==> config.mk <==
export PLATFORM = sky130hd
export DESIGN_NAME = sadm_match_core
export DESIGN_NICKNAME = d
export VERILOG_FILES = /design/src/rtl/core/assert_macros.svh /design/src/rtl/core/sadm_pkg.sv /design/src/rtl/core/sadm_match_core.sv
export SDC_FILE = /design/constraint.sdc
export NUM_CORES = 1
export LEC_CHECK = 0
export ABC_AREA = 1
export BUFFER_PORTS_ARGS = -buffer_cell sky130_fd_sc_hd__buf_4
export CAP_MARGIN = 20
export CORE_MARGIN = 2
export CORE_UTILIZATION = 45
export DETAILED_ROUTE_END_ITERATION = 16
export GPL_ROUTABILITY_DRIVEN = 0
export PLACE_DENSITY = 0.74
export SETUP_SLACK_MARGIN = 0.3
export SYNTH_ARGS = -nofsm -noshare
export SYNTH_HDL_FRONTEND = slang
export SYNTH_SLANG_ARGS = --single-unit
==> constraint.sdc <==
create_clock -name aclk -period 3 [get_ports aclk]
set_input_delay 0.3 -clock aclk [delete_from_list [all_inputs] [get_ports aclk]]
set_output_delay 0.3 -clock aclk [all_outputs]
set_load 0.01 [all_outputs]
==> src/rtl/core/assert_macros.svh <==
// ----------------------------------------------------------------------------
// assert_macros.svh
// Concurrent assertion helpers shared by the RTL.
// ----------------------------------------------------------------------------
`ifndef ASSERT_MACROS_SVH
`define ASSERT_MACROS_SVH

// Clocked assertion, disabled while reset is active (active-low reset).
`define ASSERT_CLK(lbl, clk, rst_n, prop, msg) \
    lbl: assert property (@(posedge clk) disable iff (!(rst_n)) (prop)) else $error(msg);

// Implication form: when cond holds, expr holds on the next clock.
`define ASSERT_NEXT(lbl, clk, rst_n, cond, expr, msg) \
    `ASSERT_CLK(lbl, clk, rst_n, (cond) |=> (expr), msg)

`endif

==> src/rtl/core/sadm_pkg.sv <==
// ----------------------------------------------------------------------------
// sadm_pkg
// Shared types and constants of the shift-and delta matcher.
// ----------------------------------------------------------------------------
package sadm_pkg;

    localparam int SYM_FIELD_W = 16;
    localparam int IDX_FIELD_W = 6;
    localparam int LEN_FIELD_W = 7;
    localparam int DELTA_W     = 16;
    localparam int POS_W       = 32;
    localparam int CFG_IDX_W   = 2;
    localparam int CFG_DATA_W  = 16;

    typedef enum logic {
        REQ_LOAD = 1'b0,
        REQ_TEXT = 1'b1
    } req_t;

    typedef enum logic [CFG_IDX_W-1:0] {
        CFG_DELTA  = 2'd0,
        CFG_LENGTH = 2'd1,
        CFG_RSVD2  = 2'd2,
        CFG_RSVD3  = 2'd3
    } cfg_reg_t;

    typedef struct packed {
        req_t                   req_type;
        logic [IDX_FIELD_W-1:0] pattern_index;
        logic [SYM_FIELD_W-1:0] symbol_value;
    } item_t;

    typedef struct packed {
        logic             match_found;
        logic [POS_W-1:0] start_position;
    } result_t;

endpackage

==> src/rtl/core/sadm_match_core.sv <==
// ----------------------------------------------------------------------------
// sadm_match_core
// Match vector and text position update, result formation.
// ----------------------------------------------------------------------------
module sadm_match_core #(
    parameter int  MAX_PATTERN = 64,
    localparam int IDX_W = (MAX_PATTERN > 1) ? $clog2(MAX_PATTERN) : 1
) (
    input  logic                    aclk,
    input  logic                    aresetn,
    input  logic                    advance,
    input  sadm_pkg::item_t         item,
    input  logic [MAX_PATTERN-1:0]  cmp_hits,
    input  logic [IDX_W-1:0]        last_idx,
    output sadm_pkg::result_t       result
);
    import sadm_pkg::*;

    logic [MAX_PATTERN-1:0] vec_reg, vec_next;
    logic [MAX_PATTERN-1:0] len_mask;
    logic [POS_W-1:0]       pos_reg, pos_next;
    logic                   hit;

    for (genvar j = 0; j < MAX_PATTERN; j++) begin : g_mask
        assign len_mask[j] = (last_idx >= IDX_W'(j));
    end

    assign hit = vec_next[last_idx];

    always_comb begin
        vec_next = ((vec_reg << 1) | MAX_PATTERN'(1)) & cmp_hits & len_mask;
        pos_next = pos_reg + POS_W'(1);
        result   = '0;
        if (item.req_type == REQ_TEXT && hit) begin
            result.match_found    = 1'b1;
            result.start_position = pos_reg - POS_W'(last_idx);
        end
    end

    always_ff @(posedge aclk) begin
        if (!aresetn) begin
            vec_reg <= '0;
            pos_reg <= '0;
        end else if (advance) begin
            if (item.req_type == REQ_LOAD) begin
                vec_reg <= '0;
                pos_reg <= '0;
            end else begin
                vec_reg <= vec_next;
                pos_reg <= pos_next;
            end
        end
    end

endmodule

==> results of run 1 <==
[power groups by stage]
stage / logic (mW) / registers (mW) / clock network [mW]
after floorplan: 0.332 / 1.29 / 0
after global placement: 0.581 / 1.29 / 0
after detailed placement: 0.585 / 1.29 / 0
after CTS: 0.605 / 1.26 / 1.29
after global routing: 0.715 / 1.26 / 1.34
final: 0.662 / 1.26 / 1.27
[worst paths after layout]
| check | end | cells after the start | slack (ps) |
|---|---|---|---|
| worst max-delay path | result[10] | 15 | 230 |
| worst min-delay path | pos_reg[0]$_SDFFE_PN0P_ | 3 | 210 |
| worst max register to register | pos_reg[24]$_SDFFE_PN0P_ | 13 | 630 |
| worst min register to register | vec_reg[52]$_SDFFE_PN0P_ | 2 | 460 |
[per-layer routing]
metal / global-route usage / up-vias
met3: 0.0467 / 38
li1: - / 3904
met1: 0.336 / 3574
met2: 0.420 / 274
met4: 0.0847 / 0
met5: 0 / -
[through the flow]
step	worst slack [ps]	util	power (mW)
floorplan	477	-	1.63
global placement	279	0.523	1.87
detailed placement	221	0.523	1.88
CTS	258	0.557	3.16
global route	93.6	0.579	3.31
finish	235	0.579	3.20
[cell families after synthesis]
| logic type | Yosys count | share of synthesized area |
|---|---|---|
| xor gates and xnor gates | 35 | 0.0441 |
| and+or+nand+nor | 678 | 0.451 |
| DFF | 95 | 0.274 |
| adders and majority gates | 8 | 0.0155 |
| AOI/OAI and AO/OA | 146 | 0.112 |
| buffers and inverters | 164 | 0.104 |
[area by class of cell]
type	count	area, um^2	share of cell area
Multi-Input combinational cell	867	4580	0.523
Sequential cell	95	1910	0.218
Timing Repair Buffer	157	1300	0.148
Inverter	106	408	0.0466
Clock buffer	11	243	0.0277
Tap cell	188	235	0.0268
Clock inverter	5	81.3	0.00928
[cell usage after synthesis, drive strengths merged, types with 4 or more instances]
| cell type | count | area, um^2 |
|---|---|---|
| buf | 30 | 214 |
| nand4 | 40 | 250 |
| nor2 | 118 | 468 |
| nand3 | 96 | 493 |
| o21ai | 30 | 158 |
| nand3b | 8 | 60.1 |
| dfxtp | 95 | 1900 |
| xor2 | 31 | 272 |
| ha | 7 | 87.6 |
| clkbuf | 28 | 105 |
| nand2 | 343 | 1310 |
| nor4 | 7 | 62.6 |
| or2 | 8 | 50.1 |
| a21oi | 105 | 529 |
| inv | 105 | 397 |
| nor3 | 55 | 420 |
| xnor2 | 4 | 35.0 |
[worst max-delay path, delay by kind of cell (launching register included)]
family | cells | cell delay [ps]
DFF | 1 | 320
and+or+nand+nor | 6 | 580
adders and majority gates | 2 | 460
xor gates and xnor gates | 1 | 140
AOI/OAI and AO/OA | 1 | 50
buffers and inverters | 5 | 550
[repair_timing]
action	CTS	global route
setup buffers	7	10
pin swaps	17	12
resized for setup	36	49
gates cloned	0	3
endpoints found under the setup margin	21	33
==> metrics.txt, run 1 <==
run status=finished clean; NetSw=897 uW; most common cell after layout, fill and taps aside=nand2_1; ys flop type=dfxtp_1; max incr delay on CP=~340 ps; routed via count=7790; Post-Synthesis Net Count=1230; layout overhead on the synthesized area=26.2%; register share of total power=0.395; number of I/O port buffers=106; ys async rst share=0; Total GRT Usage=0.255; clock power share=0.398; vias per inst=~5.5; post-synth cell types=45; Cell Area, Synth=6950 um^2; Final min period=2770 ps; total CTS buffers=9; clock sink total=95; IO Pins=129; Slew Limit Fails=0; TritonCTS clock tree=built; pwr/cell area=365 nW/um^2; internal power=2.30 mW; global route overflow=0; vias in the first global route=between 6000 and 7000; Critical Path RT=2700 ps; LEAKAGE=3.76 nW; min-delay worst type=in -> reg; TNS Setup=0 ps; slowest stage cell on the critical path=fa_2; largest net degree at the start of global routing=75; Syn. warnings=0; FF+latch count, synth=95; n_diodes=0; crit-path cells=inv_2 -> ha_4 -> inv_2 -> fa_2 -> nand3_2 -> nand2_2 -> nand2_1 -> o21ai_1 -> buf_4 -> nor2_4 -> nand2_2 -> buf_6 -> xor2_2 -> nor3_2 -> buf_4; Chip Height=128 um; row count=45; initial antenna violation count=0; violation count after the first detailed-route iteration=645; metal2 WL=10.2 mm; CP endpoint kind=output port; maxcap violations=0; WL met3=1.41 mm; number of synthesized flops with an enable pin=0; M1 WL=roughly 9.2 mm; Post-Synthesis Cells=1126; Placed Area=approximately 7900 um^2; CP Class=reg -> out; Starting Density=0.459; RSZ-0062 raised after global routing=true; first-pass GRT wire length=around 34 mm; post-route ant nets=0; peak fanout along the critical path=4; origin of the critical flop-to-flop path=pos_reg[0]$_SDFFE_PN0P_; Max clock buf depth=2; top sig layer=met4; hold_buf cts=0; sequential share of the synthesized area=0.274; type of origin of the critical path=flop; WL/cell=14.9 um; dpl cells=1393; Reg clk slew, reported paths=~60 ps; Final Cell Area=8760 um^2; crit share post-route=0.922; Skew-Pair Late Insertion Delay=360 ps; combinational power share=0.207; NumNets Final=approximately 1300; layout cells sized above 1=0.237; H-tree Lvls=3; hold path startpoint=aresetn; Data arrival, critical path=2470 ps; total die area=between 15000 and 20000 um^2; Max Freq=0.362 GHz; max reg flops=63; Fin. Hold Viols=0; # fillers=1428; Final HPWL DP=15.0 mm; hold slack=214 ps; Switching Share=0.281; Detailed Route WL=21.3 mm; final non-filler cell total=1429; DRC violations left=0; Peak VDD IR=0.341 mV; Die X=128 um; Core Area=15100 um^2; commonest cells after routing, fill and taps aside=325 x nand2_1, 141 x buf_4, 101 x a21oi_1; final setup violation count=0; Worst Setup SP=pos_reg[0]$_SDFFE_PN0P_; average size of a mapped cell=6.17 um^2; TritonRoute pass-1 iters=5; max_slew headroom=0.459; worst-margin pin slew=roughly 800 ps; root buffer cell=clkbuf_16; Layout Skew=10.9 ps
Power figures use the tool's default switching activity.
==> inputs of run 2 (changes only) <==
--- a/config.mk
+++ b/config.mk
@@ -11,6 +11,6 @@
 export CORE_MARGIN = 2
-export CORE_UTILIZATION = 45
+export CORE_UTILIZATION = 29
 export DETAILED_ROUTE_END_ITERATION = 16
 export GPL_ROUTABILITY_DRIVEN = 0
-export PLACE_DENSITY = 0.74
+export PLACE_DENSITY = 0.54
 export SETUP_SLACK_MARGIN = 0.3
==> constraint.sdc (replaced) <==
create_clock -name aclk -period 3 [get_ports aclk]
set_input_delay 0.45 -clock aclk [delete_from_list [all_inputs] [get_ports aclk]]
set_output_delay 0.45 -clock aclk [all_outputs]
set_load 0.01 [all_outputs]
==> run 2 against run 1 <==
Compared with the run above: cell count up 17%; sequential share of layout area down 3.7 points; via count up 3.9%; setup slack worse by 97 ps; register-to-register slack barely moved; wire length increased by 20%; critical path depth is 3 higher; die area is 53% higher; core utilization shrank 13 points; critical path type is now in -> out; highest routed layer unchanged.
==> metrics.txt, run 2 (same netlist as run 1, synthesis figures left out) <==
root buffer cell=clkbuf_16; internal power=roughly 2.4 mW; slowest stage cell on the critical path=buf_6; Final HPWL DP=17.4 mm; CP Class=in -> out; commonest cells after routing, fill and taps aside=307 x nand2_1, 197 x buf_4, 94 x a21oi_1; Data arrival, critical path=2410 ps; routed via count=8094; Switching Share=0.304; CP dominant cell by count=nor2_1; Final min period=2860 ps; CP endpoint kind=output port; number of I/O port buffers=between 100 and 150; Slew Limit Fails=0; Total GRT Usage=0.200; n_diodes=0; area occupied by registers=1920 um^2; H-tree Lvls=3; DRC violations left=0; type of origin of the critical path=primary input; total die area=25200 um^2; vias per inst=4.84; WL/cell=15.3 um; TritonRoute pass-1 iters=5; NetSw=about 1.1 mW; layout overhead on the synthesized area=52.3%; CP top delay family=simple AND/OR/NAND/NOR gates; max_slew headroom=0.434; # fillers=around 2400; Starting Density=0.296; Total Power=3.46 mW; peak fanout along the critical path=8; maxcap violations=0; crit share post-route=0.954; most common cell after layout, fill and taps aside=nand2_1; run status=finished clean; Max Freq=0.349 GHz; Detailed Route WL=approximately 26 mm; first-pass GRT wire length=40.8 mm; Layout Skew=around 8.4 ps; largest net degree at the start of global routing=75; NumNets Final=between 1000 and 1500; Die X=about 160 um; initial antenna violation count=0; Core Area=between 20000 and 25000 um^2; row count=56; RSZ-0062 raised after global routing=true; clock power share=0.348; LEAKAGE=4.53 nW; Fin. Hold Viols=0; Reg clk slew, reported paths=70 ps; Chip Height=around 160 um; register share of total power=0.365; max incr delay on CP=~190 ps; vias in the first global route=7911; IO Pins=129; clock sink total=between 90 and 100; Peak VDD IR=0.251 mV; layout cells sized above 1=0.337; min-delay worst type=in -> reg; crit path buf inv count=6; hold_buf cts=0; multi-input logic area=4980 um^2; combinational power share=0.287; Critical Path RT=2550 ps; max reg flops=63; global route overflow=0; crit-path cells=buf_12 -> buf_8 -> nor2_4 -> buf_8 -> nand2_2 -> nand3_1 -> nand2_1 -> nand2_1 -> nor2_1 -> nor2_1 -> nor2_1 -> nand3_2 -> nand2_2 -> nand3_4 -> buf_6 -> buf_12 -> nor3_2 -> buf_4; Core Util, Final=0.451; TritonCTS clock tree=built; worst-margin pin slew=about 850 ps; final setup violation count=0; post-route ant nets=0; Skew-Pair Late Insertion Delay=360 ps; Max clock buf depth=2; pwr/cell area=327 nW/um^2; total CTS buffers=9; violation count after the first detailed-route iteration=542
[run 2: cell types whose count changed in the layout (fill, tap and decap cells not counted), moves of 6 or more]
| cell | previous run | this run |
|---|---|---|
| buf_8 | 1 | 7 |
| nand2_2 | 12 | 25 |
| buf_6 | 10 | 46 |
| nor2_1 | 97 | 91 |
| a21oi_2 | 3 | 10 |
| nor3_2 | 29 | 14 |
| buf_12 | 3 | 14 |
| nor2_4 | 7 | 13 |
| buf_4 | 141 | 197 |
| nand3_2 | 1 | 10 |
| nand2_1 | 325 | 307 |
| a21oi_1 | 101 | 94 |
| nand3_1 | 93 | 83 |
| nor3_4 | 1 | 17 |
[run 2: power by group through the flow]
stage	Combinational (mW)	Clock [mW]	Sequential, mW
3_5_place_dp	0.633	0	1.29
3_3_place_gp	0.631	0	1.29
6_report	0.993	1.20	1.26
5_1_grt	1.06	1.28	1.26
2_1_floorplan	0.334	0	1.29
4_1_cts	0.913	1.23	1.26
[run 2: final cells by class]
type / count / area share
well taps: 319 / 0.0377
multi-input cells: 868 / 0.471
clock inverters: 7 / 0.00674
repair buffers: 270 / 0.241
inverters: 106 / 0.0415
flip-flops and latches: 95 / 0.181
clock buffers: 9 / 0.0213
[run 2: tightest hold or removal path: stages]
cell     delay [ps]
buf_4           140
nand2_1          60
a21oi_1          30
[run 2: repair_timing]
item | CTS | global route
cloned | 8 | 1
buffers inserted | 90 | 6
pin swaps | 67 | 26
setup endpoints to repair | 33 | 36
gates resized for setup | 203 | 54
[run 2: final timing paths]
path / from / endpoint / slack [ps] / cells past startpoint
worst max-delay path: last_idx[0] / result[12] / 140 / 18
worst min-delay path: aresetn / pos_reg[0]$_SDFFE_PN0P_ / 360 / 3
worst max register to register: pos_reg[0]$_SDFFE_PN0P_ / pos_reg[24]$_SDFFE_PN0P_ / 630 / 13
worst min register to register: vec_reg[14]$_SDFFE_PN0P_ / vec_reg[14]$_SDFFE_PN0P_ / 460 / 2
[run 2: routing by layer]
metal	GRT usage	part of all wire	routed length, um	up-vias
li1	-	-	-	4119
met1	0.263	0.46	11700	3706
met2	0.336	0.47	12100	230
met3	0.0319	0.045	1150	39
met4	0.0626	0.023	591	0
met5	0	0	0	-
[run 2: metrics by stage]
stage / cell area (um^2) / TNS [ps] / hold WS (ps) / setup WS [ps] / instances
CTS: 10300 / 0 / 351 / 158 / 1667
detailed placement: 8330 / -2610 / 455 / -133 / 1553
floorplan: 6960 / 0 / 441 / 307 / 1126
finish: 10600 / 0 / 358 / 138 / 1674
global placement: 8330 / -1580 / 451 / -60.9 / 1553
global route: 10600 / -16.5 / 368 / -16.5 / 1674
==> inputs of run 3 (changes only) <==
MAX_ROUTING_LAYER = met4   (was not set)
PLACE_DENSITY = not set   (was 0.54)
PLACE_DENSITY_LB_ADDON = 0.2   (was not set)
==> run 3 against run 2 <==
Compared with the run above: clock power down 4%; cell area decreased by 5.3%; via count is 3.0% lower; wire length is 1.5% lower; critical path depth is 1 lower; flip-flop and latch count is the same; combinational power is 10% lower; die area is the same; sequential share of layout area up 0.97 points; clock-buffer cell count up 1; cell count decreased by 3.8%; setup slack worse by 82 ps; largest power group unchanged; highest routed layer unchanged.
==> metrics.txt, run 3 (same netlist as run 1, synthesis figures left out) <==
final setup violation count=0; Max Freq=0.340 GHz; min-delay worst type=in -> reg; post-route ant nets=0; TritonCTS clock tree=built; most common cell after layout, fill and taps aside=nand2_1; Chip Height=159 um; Detailed Route WL=25.2 mm; layout overhead on the synthesized area=44.2%; row count=56; pre-CTS setup slack=-113 ps; CP endpoint kind=output port; run status=finished clean; routed via count=7848; combinational power share=0.270; max reg flops=63; root buffer cell=clkbuf_16; Core Area=23500 um^2; Layout Skew=9.84 ps; vias in the first global route=between 7000 and 8000; clock power share=0.349; Switching Share=0.312; H-tree Lvls=3; LEAKAGE=4.20 nW; worst-margin pin slew=835 ps; commonest cells after routing, fill and taps aside=311 x nand2_1, 146 x buf_4, 97 x a21oi_1; Final min period=2940 ps; hold_buf cts=0; Critical Path RT=2550 ps; largest net degree at the start of global routing=75; Total Power=between 3 and 4 mW; Peak VDD IR=0.203 mV; violation count after the first detailed-route iteration=621; CP Class=in -> out; clock sink total=95; crit share post-route=0.981; number of I/O port buffers=106; total die area=25200 um^2; Final HPWL DP=about 17 mm; Die X=between 150 and 200 um; WL/cell=15.6 um; total CTS buffers=9; register share of total power=0.382; global route overflow=0; setup ws final=55.6 ps; NumNets Final=1391; maxcap violations=0; IO Pins=129; type of origin of the critical path=primary input; max_slew headroom=0.443; Reg clk slew, reported paths=~70 ps; n_diodes=0; vias per inst=4.87; DRC violations left=0; NetSw=1.03 mW; first-pass GRT wire length=40.0 mm; initial antenna violation count=0; TritonRoute pass-1 iters=8; Fin. Hold Viols=0; internal power=2.27 mW; RSZ-0062 raised after global routing=true; peak fanout along the critical path=8; Skew-Pair Late Insertion Delay=360 ps; Total GRT Usage=0.202; layout cells sized above 1=0.299; Starting Density=0.296; final non-filler cell total=1611; Data arrival, critical path=2490 ps; pwr/cell area=~330 nW/um^2; Placed Area=8290 um^2; Final Cell Area=10000 um^2; Slew Limit Fails=0; dpl cells=around 1500; Max clock buf depth=2
run 3: changes by cell type in the layout (fill, tap and decap cells not counted), sizes merged:
cell | before | now
buf | 269 | 204
clkbuf | 10 | 12
clkinv | 4 | 6
inv | 104 | 102
bufbuf | 0 | 1
bufinv | 1 | 0
run 3: critical path, stage by stage:
cell,delay [ps]
buf_8,100
buf_8,130
nand2_4,90
clkinvlp_4,150
buf_4,170
nand2_1,50
nand2_1,40
nor2_1,100
nor2_1,50
nor2_1,170
nand2_1,130
nand2_2,110
nand3_4,130
buf_12,170
buf_16,140
nor3_4,180
buf_6,120
run 3: timing repair:
item,CTS,global route
gates cloned,6,2
buffers inserted,30,12
pin swaps,33,53
gates resized for setup,122,96
setup endpoints to repair,33,33
run 3: layout make-up:
cell class                 instances  area, um^2
clock buffer                      10         239
inverter                         106         428
tap                              319         399
sequential                        95        1910
multi-input combinational        868        4970
fill                            2461       13500
timing repair buffer             207        2020
clock inverter                     6        46.3
run 3: routing by layer:
metal  GRT usage  part of all wire
met1       0.260              0.46
met2       0.327              0.48
met3      0.0290             0.046
met4      0.0651             0.021
met5           -                 0
run 3: through the flow:
step	hold slack (ps)	setup TNS (ps)	utilization
after floorplan	441	0	-
after global placement	452	-1380	0.353
after detailed placement	458	-3040	0.353
after CTS	349	0	0.403
after global routing	365	-267	0.427
final	355	0	0.427
run 3: final timing paths:
kind,to,slack (ps),startpoint,cells after the start
setup / recovery,result[27],60,last_idx[1],17
hold / removal,pos_reg[0]$_SDFFE_PN0P_,360,aresetn,3
setup reg to reg,pos_reg[24]$_SDFFE_PN0P_,630,pos_reg[1]$_SDFFE_PN0P_,13
hold reg to reg,vec_reg[24]$_SDFFE_PN0P_,470,vec_reg[24]$_SDFFE_PN0P_,2
run 3: power by group through the flow:
stage	Sequential, mW	Clock [mW]	Combinational, mW
after floorplan	1.29	0	0.334
final	1.26	1.15	0.891
after CTS	1.26	1.18	0.779
after detailed placement	1.29	0	0.625
after global routing	1.26	1.23	0.951
after global placement	1.29	0	0.624
